`src/design/mma_pkg.sv`:
```
// ----------------------------------------------------------------------------
// mma_pkg
// Shared sizes, types and helpers of the multichannel moving average block.
// ----------------------------------------------------------------------------
package mma_pkg;

    localparam int TAPS     = 16;
    localparam int CHANNELS = 5;
    localparam int CH_W     = 3;
    localparam int SAMPLE_W = 12;
    localparam int SUM_W    = SAMPLE_W + $clog2(TAPS);

    typedef logic [CH_W-1:0]     t_channel;
    typedef logic [SAMPLE_W-1:0] t_sample;
    typedef logic [SUM_W-1:0]    t_sum;

    typedef struct packed {
        logic     en;
        t_channel ch;
    } t_shift;

    function automatic logic ch_in_range(input t_channel ch);
        return {1'b0, ch} < (CH_W + 1)'(CHANNELS);
    endfunction

endpackage

```
`src/design/mma_tap_cell.sv`:
```
// ----------------------------------------------------------------------------
// mma_tap_cell
// One tap position of the window, held for every channel. On a shift the
// selected channel's entry takes the value handed on by the previous cell.
// ----------------------------------------------------------------------------
module mma_tap_cell
    import mma_pkg::*;
(
    input  logic    i_clk,
    input  logic    i_rst_n,
    input  t_shift  i_shift,
    input  t_sample i_tap,
    output t_sample o_tap
);

    t_sample r_entry [CHANNELS];

    assign o_tap = ch_in_range(i_shift.ch) ? r_entry[i_shift.ch] : '0;

    always_ff @(posedge i_clk) begin
        if (!i_rst_n) begin
            for (int c = 0; c < CHANNELS; c++) begin
                r_entry[c] <= '0;
            end
        end else if (i_shift.en) begin
            r_entry[i_shift.ch] <= i_tap;
        end
    end

endmodule

```
`config.mk`:
```
export PLATFORM = sky130hd
export DESIGN_NAME = mma_tap_cell
export DESIGN_NICKNAME = d
export VERILOG_FILES = /design/src/design/mma_pkg.sv /design/src/design/mma_tap_cell.sv
export SDC_FILE = /design/constraint.sdc
export NUM_CORES = 1
export LEC_CHECK = 0
export BUFFER_PORTS_ARGS = -buffer_cell sky130_fd_sc_hd__buf_4
export CORE_ASPECT_RATIO = 2
export CORE_MARGIN = 8
export CORE_UTILIZATION = 45
export DETAILED_ROUTE_END_ITERATION = 12
export SETUP_SLACK_MARGIN = 0.05
export SLEW_MARGIN = 25
export SYNTH_ARGS = -nofsm -noshare
export SYNTH_HDL_FRONTEND = slang
export SYNTH_SLANG_ARGS = --single-unit
```
`constraint.sdc`:
```
create_clock -name i_clk -period 3.7 [get_ports i_clk]
set_input_delay 0.74 -clock i_clk [delete_from_list [all_inputs] [get_ports i_clk]]
set_output_delay 0.74 -clock i_clk [all_outputs]
set_load 0.01 [all_outputs]
```
==> flow_metrics.env, run 1 <==
export IMPL_tightest_slew_ps=864.5
export IMPL_irDropWorstVdd_uv=456.2
export IMPL_grt_overflow_total=0
export IMPL_min_path_type="input port to register"
export IMPL_port_buffer_count=29
export IMPL_setup_viol=0
export IMPL_cts_buffers=9
export IMPL_hold_depth=1
export IMPL_dr_total_vias=1786
export IMPL_clkTransAtPathRegs_ps=50
export IMPL_area_growth_pct=18.73
export IMPL_grt_pass1_wl_mm=10.02
export IMPL_outcome="finished clean"
export IMPL_synth_cells=220
export IMPL_cts_hold_buffers=0
export IMPL_cpPeakStageDelay_ps=390
export IMPL_worstPathArrival_ps=1910
export IMPL_hold_worst_slack_ps=649.2
export IMPL_top_register="r_entry"
export IMPL_ios=30
export IMPL_ant_nets=0
export IMPL_antenna_found_initial=0
export IMPL_first_pass_iters=4
export IMPL_drcViolationCount=0
export IMPL_synth_nets=238
export IMPL_synthDistinctLibCells=29
export IMPL_yosysTopAreaCellShare_pct=63.50
export IMPL_finalCritPeriodShare_pct=71.58
export IMPL_rsz0062_at_grt="no"
export IMPL_largest_register_ffs=63
export IMPL_cts_tree="done"
export IMPL_required_ps=2960
export IMPL_cp_num_cells=5
export IMPL_crit_type="input port to output port"
export IMPL_crit_top_cell="buf_4"
export IMPL_dp_cells=330
export IMPL_viasPerCell=5.162
export IMPL_place_gp_congestion=0.7257
export IMPL_core_area_sq_um=6516
export IMPL_clockBufferDepth=2
export IMPL_antenna_cells=0
export IMPL_dr_max_layer_used="met4"
export IMPL_cap_violations=0
export IMPL_drt_iter0_drc=97
export IMPL_nets=271
export IMPL_rows=42
export IMPL_critPathMaxFanout=32
export IMPL_dieArea_sq_um=9638
export IMPL_hold_viol=0
export IMPL_htree_num_levels=3
export IMPL_wl_met3_um=248
export IMPL_tns_ps=0
export IMPL_grt_pass1_vias=1932
export IMPL_ys_seq_area_share_pct=63.50
export IMPL_synth_largest_area_cell="edfxtp_1"
export IMPL_drive_gt1_share_pct=23.26
export IMPL_critical_path_top_delay_family="buffers and inverters"
export IMPL_synth_area_leaders="edfxtp_1, and2_1, mux2i_1"
export IMPL_dieHeight_um=131.1
export IMPL_wl_mm=6.349
export IMPL_yosys_warnings=0
export IMPL_cts_root_buf="clkbuf_16"
export IMPL_slew_headroom_pct=42.15
export IMPL_synthesis_area_sq_um=2979
export IMPL_critical_path_endpoint="o_tap[2]"
export IMPL_power_density_nw_per_um2=501.9
export IMPL_met1Wirelength_mm=2.597
export IMPL_post_cts_setup_buffers=0
export IMPL_worst_path_max_delay_cell="mux2_2"
export IMPL_start_util_pct=45.72
export IMPL_worstPathCellList="buf_4 > mux2_2 > a22oi_1 > o22ai_1 > buf_4"
export IMPL_worstSetupStartpoint="i_shift[1]"
export IMPL_reg_largest_list="r_entry (63)"
export IMPL_cts_resized_gates=0
export IMPL_finish_utilization_pct=54.28
export IMPL_hpwl_mm=4.175
export IMPL_wl_per_cell_um=18.35
export IMPL_cp_end_kind="output port"
export IMPL_max_freq_mhz=377.6
export IMPL_grtUsageTotal_pct=14.53
export IMPL_dr_wl_met2_mm=3.362
export IMPL_slew_viol_final=0
export IMPL_power_mw=1.775
export IMPL_p_leak_nw=1.321
export IMPL_num_fill_cells=600
export IMPL_syn_avg_cell_area_sq_um=13.54
export IMPL_layout_cells_non_filler=346
export IMPL_fp_dieW_um=73.54
export IMPL_grt_max_degree=33
export IMPL_cp_start_kind="input port"
export IMPL_post_route_min_period_ps=2648
export IMPL_cp_buffers_inverters=2
export IMPL_ys_seq_elements=63
export IMPL_cts_sinks=63
-- layout make-up --
class	count	area, sq um	share of cell area, %
clock inverter	5	48.80	1.380
tap	88	110.1	3.113
clock buffer	11	232.7	6.579
sequential	63	1892	53.48
inverter	2	7.507	0.2122
timing repair buffer	35	262.8	7.428
multi-input combinational	142	983.4	27.80
-- power breakdown --
group / total, mW / internal, mW / switching [mW]
combinational: 0.148 / 0.0649 / 0.0830
sequential: 0.842 / 0.830 / 0.0118
clock: 0.786 / 0.514 / 0.271
-- cells in the mapped netlist --
cell,count
and2b_1,1
buf_2,3
mux4_2,3
nand3_1,8
nor2_1,6
nand3_2,1
o22a_1,2
mux2_2,3
clkbuf_2,2
and2_1,60
nand3b_2,1
nor3_2,2
o22ai_1,3
nor2_4,1
mux2i_1,8
a211oi_1,1
inv_1,1
o32ai_1,2
o2bb2ai_1,4
o21ai_0,7
a21oi_1,3
edfxtp_1,63
nand2b_1,6
buf_6,3
nand2_1,7
a22oi_1,10
nor2b_1,3
inv_2,1
buf_4,5
-- per-stage QoR --
| step | cell area (sq um) | worst slack (ps) |
|---|---|---|
| after floorplan | 2979 | 1381 |
| after global placement | 3256 | 1063 |
| after detailed placement | 3256 | 1060 |
| after CTS | 3537 | 1057 |
| after global routing | 3537 | 972.5 |
| final | 3537 | 1052 |
-- layout by cell type, fill, tap and decap left out, types with 2 or more instances in the layout --
master     count
o22ai_1        3
o22a_1         2
o2bb2ai_1      4
nand2b_1       6
mux4_2         3
buf_4         35
nor2_1         6
and2_1        60
clkbuf_16      9
o32ai_1        2
o21ai_0        4
a21oi_1        3
o21ai_1        3
clkinv_2       3
nand2_1        7
edfxtp_1      63
nor2b_1        3
mux2i_1        8
nand3_1        8
a22oi_1       10
clkbuf_1       2
mux2_2         3
nor3_2         2
-- layer usage --
metal | vias up | GRT usage [%]
met2 | 43 | 24.74
met4 | 0 | 8.541
met1 | 862 | 15.73
met5 | - | 0
li1 | 870 | -
met3 | 11 | 3.582
-- kinds of logic (layout without fill, tap and decap cells) --
family	count (synthesis)	count (layout)	share of synthesized area (%)
AOI/OAI and AO/OA	32	32	7.434
buffers and inverters	15	53	3.486
DFF	63	63	63.50
muxes	14	14	6.090
and+or+nand+nor	96	96	19.49
-- how the worst min path moves through the flow --
stage | startpoint | endpoint | slack [ps]
after global routing | i_tap[10] | r_entry[7][10]$_DFFE_PP_ | 650
after detailed placement | i_tap[10] | r_entry[6][10]$_DFFE_PP_ | 970
after CTS | i_tap[10] | r_entry[5][10]$_DFFE_PP_ | 640
after global placement | i_tap[10] | r_entry[6][10]$_DFFE_PP_ | 970
final | i_tap[10] | r_entry[7][10]$_DFFE_PP_ | 650
after floorplan | i_tap[10] | r_entry[5][10]$_DFFE_PP_ | 840
(Power assumes the default switching activity.)
==> run 2: changes to the inputs <==
--- a/config.mk
+++ b/config.mk
@@ -5,11 +5,13 @@
 export SDC_FILE = /design/constraint.sdc
 export NUM_CORES = 1
 export LEC_CHECK = 0
+export ABC_AREA = 1
 export BUFFER_PORTS_ARGS = -buffer_cell sky130_fd_sc_hd__buf_4
 export CORE_ASPECT_RATIO = 2
 export CORE_MARGIN = 8
 export CORE_UTILIZATION = 45
 export DETAILED_ROUTE_END_ITERATION = 12
+export PLACE_DENSITY = 0.66
 export SETUP_SLACK_MARGIN = 0.05
 export SLEW_MARGIN = 25
 export SYNTH_ARGS = -nofsm -noshare
==> constraint.sdc (replaced) <==
create_clock -name i_clk -period 2.3 [get_ports i_clk]
set_input_delay 0.46 -clock i_clk [delete_from_list [all_inputs] [get_ports i_clk]]
set_output_delay 0.46 -clock i_clk [all_outputs]
set_load 0.01 [all_outputs]
==> run 2 against run 1 <==
Net effect: synthesized cell count rose by 27%; flip-flop and latch count did not move; cell count rose by 19%; wire length rose by 2.9%; non-clock buffer count rose by 8; largest cell class unchanged; critical path type unchanged; design area fell by 2.3%.
==> flow_metrics.env, run 2 <==
export IMPL_synth_mux_area_share_pct=0
export IMPL_max_freq_mhz=496.2
export IMPL_final_common_cell="nand2_1"
export IMPL_grt_max_degree=17
export IMPL_drcViolationCount=0
export IMPL_nets=341
export IMPL_top_register="r_entry"
export IMPL_cts_sinks=63
export IMPL_post_route_min_period_ps=2015
export IMPL_critical_path_endpoint="o_tap[6]"
export IMPL_first_pass_iters=4
export IMPL_hold_worst_slack_ps=342.0
export IMPL_synth_largest_area_cell="edfxtp_1"
export IMPL_dieHeight_um=128.6
export IMPL_yosysMostFrequentCell="nand2_1"
export IMPL_dieArea_sq_um=9294
export IMPL_slew_headroom_pct=57.34
export IMPL_layout_cells_non_filler=413
export IMPL_synth_area_leaders="edfxtp_1, nand2_1, nor2_1"
export IMPL_cts_hold_buffers=0
export IMPL_clockBufferDepth=2
export IMPL_hpwl_mm=4.458
export IMPL_synth_compound_area_share_pct=1.931
export IMPL_cp_start_kind="input port"
export IMPL_post_cts_setup_buffers=0
export IMPL_synth_ff_type="edfxtp_1"
export IMPL_pre_cts_slack_ps=228.9
export IMPL_finalCritPeriodShare_pct=87.62
export IMPL_reg_largest_list="r_entry (63)"
export IMPL_hold_viol=0
export IMPL_cts_buffers=9
export IMPL_grt_overflow_total=0
export IMPL_ant_nets=0
export IMPL_irDropWorstVdd_uv=557.3
export IMPL_synth_xor_area_share_pct=0
export IMPL_synth_top_family_by_area="simple AND/OR/NAND/NOR gates"
export IMPL_drive_gt1_share_pct=21.41
export IMPL_drt_iter0_drc=196
export IMPL_synthTopCellsByCount="nand2_1, nor2_1, edfxtp_1, inv_1, nand4_1"
export IMPL_slew_viol_final=0
export IMPL_synth_enable_flop_cells=63
export IMPL_critPathMaxFanout=6
export IMPL_grtUsageTotal_pct=15.24
export IMPL_tightest_slew_ps=638.3
export IMPL_async_flop_share_pct=0
export IMPL_cap_violations=0
export IMPL_min_path_type="input port to register"
export IMPL_yosys_area_share_adder_pct=0
export IMPL_cts_resized_gates=0
export IMPL_p_leak_nw=1.460
export IMPL_area_growth_pct=21.24
export IMPL_synth_simple_gate_area_share_pct=24.88
export IMPL_grt_pass1_vias=2168
export IMPL_antenna_cells=0
export IMPL_ys_seq_elements=63
export IMPL_ios=30
export IMPL_synth_nets=298
export IMPL_setup_viol=0
export IMPL_clkTransAtPathRegs_ps=50
export IMPL_wl_per_cell_um=15.82
export IMPL_setup_ws_ps=284.7
export IMPL_place_gp_congestion=0.8414
export IMPL_outcome="finished clean"
export IMPL_dp_cells=398
export IMPL_grt_pass1_wl_mm=10.69
export IMPL_syn_avg_cell_area_sq_um=10.18
export IMPL_antenna_found_initial=0
export IMPL_tns_ps=0
export IMPL_port_buffer_count=29
export IMPL_crit_type="input port to output port"
export IMPL_cts_tree="done"
export IMPL_synthDistinctLibCells=19
export IMPL_viasPerCell=4.884
export IMPL_cp_end_kind="output port"
export IMPL_core_area_sq_um=6207
export IMPL_largest_register_ffs=63
export IMPL_synthesis_area_sq_um=2851
export IMPL_synth_cells=280
export IMPL_hold_start="i_tap[10]"
export IMPL_yosysTopAreaCellShare_pct=66.34
export IMPL_cts_root_buf="clkbuf_16"
export IMPL_ys_seq_area_share_pct=66.34
export IMPL_wl_mm=6.532
export IMPL_yosys_warnings=0
export IMPL_start_util_pct=45.94
export IMPL_rows=41
export IMPL_final_cell_mix="nand2_1, nor2_1, edfxtp_1"
export IMPL_dr_total_vias=2017
export IMPL_htree_num_levels=3
export IMPL_worstSetupStartpoint="i_shift[2]"
export IMPL_fp_dieW_um=72.29
export IMPL_required_ps=1840
export IMPL_rsz0062_at_grt="no"
export IMPL_finish_utilization_pct=55.69
export IMPL_power_density_nw_per_um2=793.6
export IMPL_worstPathArrival_ps=1560
[run 2: layout make-up]
class	count	area, sq um
clock inverters	6	28.78
clock buffers	9	225.2
inverters	27	103.9
well taps	86	107.6
repair buffers	43	335.3
fillers	581	2750
multi-input cells	179	764.5
flip-flops and latches	63	1892
[run 2: power by group]
group | internal [mW] | switching, mW
Sequential | 1.33 | 0.0193
Clock | 0.705 | 0.454
Combinational | 0.0893 | 0.141
Total | 2.13 | 0.614
[run 2: critical path, cell delays in order]
cell and delay, ps:
buf_4 140, inv_2 80, nand2_2 110, nor2_2 260
buf_4 220, a22oi_1 90, nand2_1 80, buf_4 110
[run 2: how the worst min path moves through the flow]
stage	to	slack [ps]	cells past startpoint
6_report	r_entry[7][10]$_DFFE_PP_	340	1
5_1_grt	r_entry[7][10]$_DFFE_PP_	340	1
4_1_cts	r_entry[6][10]$_DFFE_PP_	330	1
3_5_place_dp	r_entry[6][10]$_DFFE_PP_	670	1
3_3_place_gp	r_entry[7][10]$_DFFE_PP_	670	1
2_1_floorplan	r_entry[5][10]$_DFFE_PP_	560	0
[run 2: layer usage]
layer,vias up,GRT usage (%),routed length (um)
li1,1006,-,-
met1,959,17.27,2589
met2,44,25.58,3480
met3,8,4.209,358
met4,0,7.152,103
met5,-,0,0
[run 2: cell families after synthesis]
| kind of cell | count (synthesis) |
|---|---|
| flip-flops | 63 |
| AO/OA/AOI/OAI | 9 |
| AND/OR/NAND/NOR | 170 |
| buffers and inverters | 38 |
[run 2: stage by stage]
| stage | total power, mW | instance area, sq um |
|---|---|---|
| CTS | 2.762 | 3457 |
| detailed placement | 1.610 | 3203 |
| global placement | 1.602 | 3203 |
| finish | 2.743 | 3457 |
| global route | 2.834 | 3457 |
| floorplan | 1.494 | 2851 |
==> run 3: changes to the inputs <==
--- a/config.mk
+++ b/config.mk
@@ -10,6 +10,7 @@
 export CORE_ASPECT_RATIO = 2
 export CORE_MARGIN = 8
 export CORE_UTILIZATION = 45
+export CTS_BUF_LIST = sky130_fd_sc_hd__clkbuf_4 sky130_fd_sc_hd__clkbuf_8
 export DETAILED_ROUTE_END_ITERATION = 12
 export PLACE_DENSITY = 0.66
 export SETUP_SLACK_MARGIN = 0.05
==> run 3 against run 2 <==
Net effect: maximum frequency increased by 0.27%; clock power is 33% lower; combinational power hardly changed; sequential share of layout area up 1.7 points; non-clock buffer count is the same; critical path depth is the same; critical path type unchanged.
==> flow_metrics.env, run 3 (synthesis gave the netlist of run 2 again) <==
export IMPL_outcome="finished clean"
export IMPL_rows=41
export IMPL_ant_nets=0
export IMPL_cts_hold_buffers=0
export IMPL_crit_type="input port to output port"
export IMPL_dieArea_sq_um=9294
export IMPL_antenna_cells=0
export IMPL_start_util_pct=45.94
export IMPL_pre_cts_slack_ps=228.9
export IMPL_cts_tree="done"
export IMPL_critPathMaxFanout=6
export IMPL_slew_viol_final=0
export IMPL_p_int_mw=1.790
export IMPL_irDropWorstVdd_uv=440.8
export IMPL_num_fill_cells=593
export IMPL_hold_worst_slack_ps=332.6
export IMPL_dieHeight_um=128.6
export IMPL_grt_max_degree=17
export IMPL_power_frac_seq_pct=57.3
export IMPL_pwr_share_comb_pct=9.8
export IMPL_reg_largest_list="r_entry (63)"
export IMPL_finalCritPeriodShare_pct=87.38
export IMPL_min_path_type="input port to register"
export IMPL_grt_pass1_vias=2217
export IMPL_drcViolationCount=0
export IMPL_clockBufferDepth=2
export IMPL_antenna_found_initial=0
export IMPL_p_clk_share_pct=32.9
export IMPL_nets=341
export IMPL_grtUsageTotal_pct=15.30
export IMPL_cp_end_kind="output port"
export IMPL_cts_resized_gates=0
export IMPL_setup_viol=0
export IMPL_worstPathArrival_ps=1550
export IMPL_cts_sinks=63
export IMPL_final_common_cell="nand2_1"
export IMPL_rsz0062_at_grt="no"
export IMPL_largest_register_ffs=63
export IMPL_hpwl_mm=4.458
export IMPL_grt_pass1_wl_mm=10.67
export IMPL_cp_start_kind="input port"
export IMPL_cap_violations=0
export IMPL_grt_overflow_total=0
export IMPL_wl_per_cell_um=15.72
export IMPL_clkTransAtPathRegs_ps=60
export IMPL_first_pass_iters=4
export IMPL_cts_buffers=9
export IMPL_htree_num_levels=3
export IMPL_final_cell_mix="nand2_1, nor2_1, edfxtp_1"
export IMPL_tightest_slew_ps=649.8
export IMPL_viasPerCell=4.901
export IMPL_dr_total_vias=2024
export IMPL_slew_headroom_pct=56.58
export IMPL_power_density_nw_per_um2=702.5
export IMPL_port_buffer_count=29
export IMPL_max_freq_mhz=497.6
export IMPL_ios=30
export IMPL_switchingPower_uw=566.9
export IMPL_place_gp_congestion=0.8414
export IMPL_drt_iter0_drc=138
export IMPL_area_growth_pct=17.68
export IMPL_cts_root_buf="clkbuf_8"
export IMPL_core_area_sq_um=6207
export IMPL_setup_ws_ps=290.2
export IMPL_post_route_min_period_ps=2010
export IMPL_drive_gt1_share_pct=21.41
export IMPL_p_leak_nw=1.414
export IMPL_hold_viol=0
export IMPL_switching_share_pct=24.05
export IMPL_tns_ps=0
export IMPL_required_ps=1840
export IMPL_post_cts_setup_buffers=0
export IMPL_fp_dieW_um=72.29
export IMPL_wl_mm=6.493
export IMPL_top_register="r_entry"
## run 3: cell count changes in the layout (fill, tap and decap cells not counted)
cell	previous run	this run
clkbuf_16	9	0
clkbuf_8	0	9
## run 3: final cells by class
cell class	instances	area, sq um	share of cell area (%)
tap	86	107.6	3.207
inverter	27	103.9	3.095
timing repair buffer	43	335.3	9.993
clock inverter	6	28.78	0.8576
clock buffer	9	123.9	3.691
multi-input combinational	179	764.5	22.78
sequential	63	1892	56.38
## run 3: through the flow
stage               power (mW)  area (sq um)  util (%)  instances
floorplan                1.494          2851         -        280
global placement         1.602          3203     51.60        398
detailed placement       1.610          3203     51.60        398
CTS                      2.377          3356     54.06        413
global route             2.449          3356     54.06        413
finish                   2.357          3356     54.06        413
## run 3: path summary, 6_finish.rpt
check | slack, ps | depth (start not counted) | from | end
worst max-delay path | 290 | 8 | i_shift[2] | o_tap[6]
worst min-delay path | 330 | 1 | i_tap[10] | r_entry[6][10]$_DFFE_PP_
## run 3: power groups by stage
stage / clock network, mW / logic, mW / registers (mW)
finish: 0.776 / 0.230 / 1.35
global route: 0.835 / 0.256 / 1.36
CTS: 0.790 / 0.236 / 1.35
detailed placement: 0 / 0.234 / 1.38
global placement: 0 / 0.229 / 1.37
floorplan: 0 / 0.125 / 1.37
## run 3: routing by layer
metal / share of wire [%] / GRT usage [%] / vias up
li1: - / - / 1002
met1: 38 / 16.74 / 952
met2: 53 / 25.36 / 58
met3: 7.0 / 5.066 / 12
met4: 1.8 / 8.000 / 0
met5: 0 / 0 / -
## run 3: critical path: stages
cell and delay, ps:
buf_4 140, inv_2 80, nand2_2 110, nor2_2 260, buf_4 220, a22oi_1 90, nand2_1 80, buf_4 110
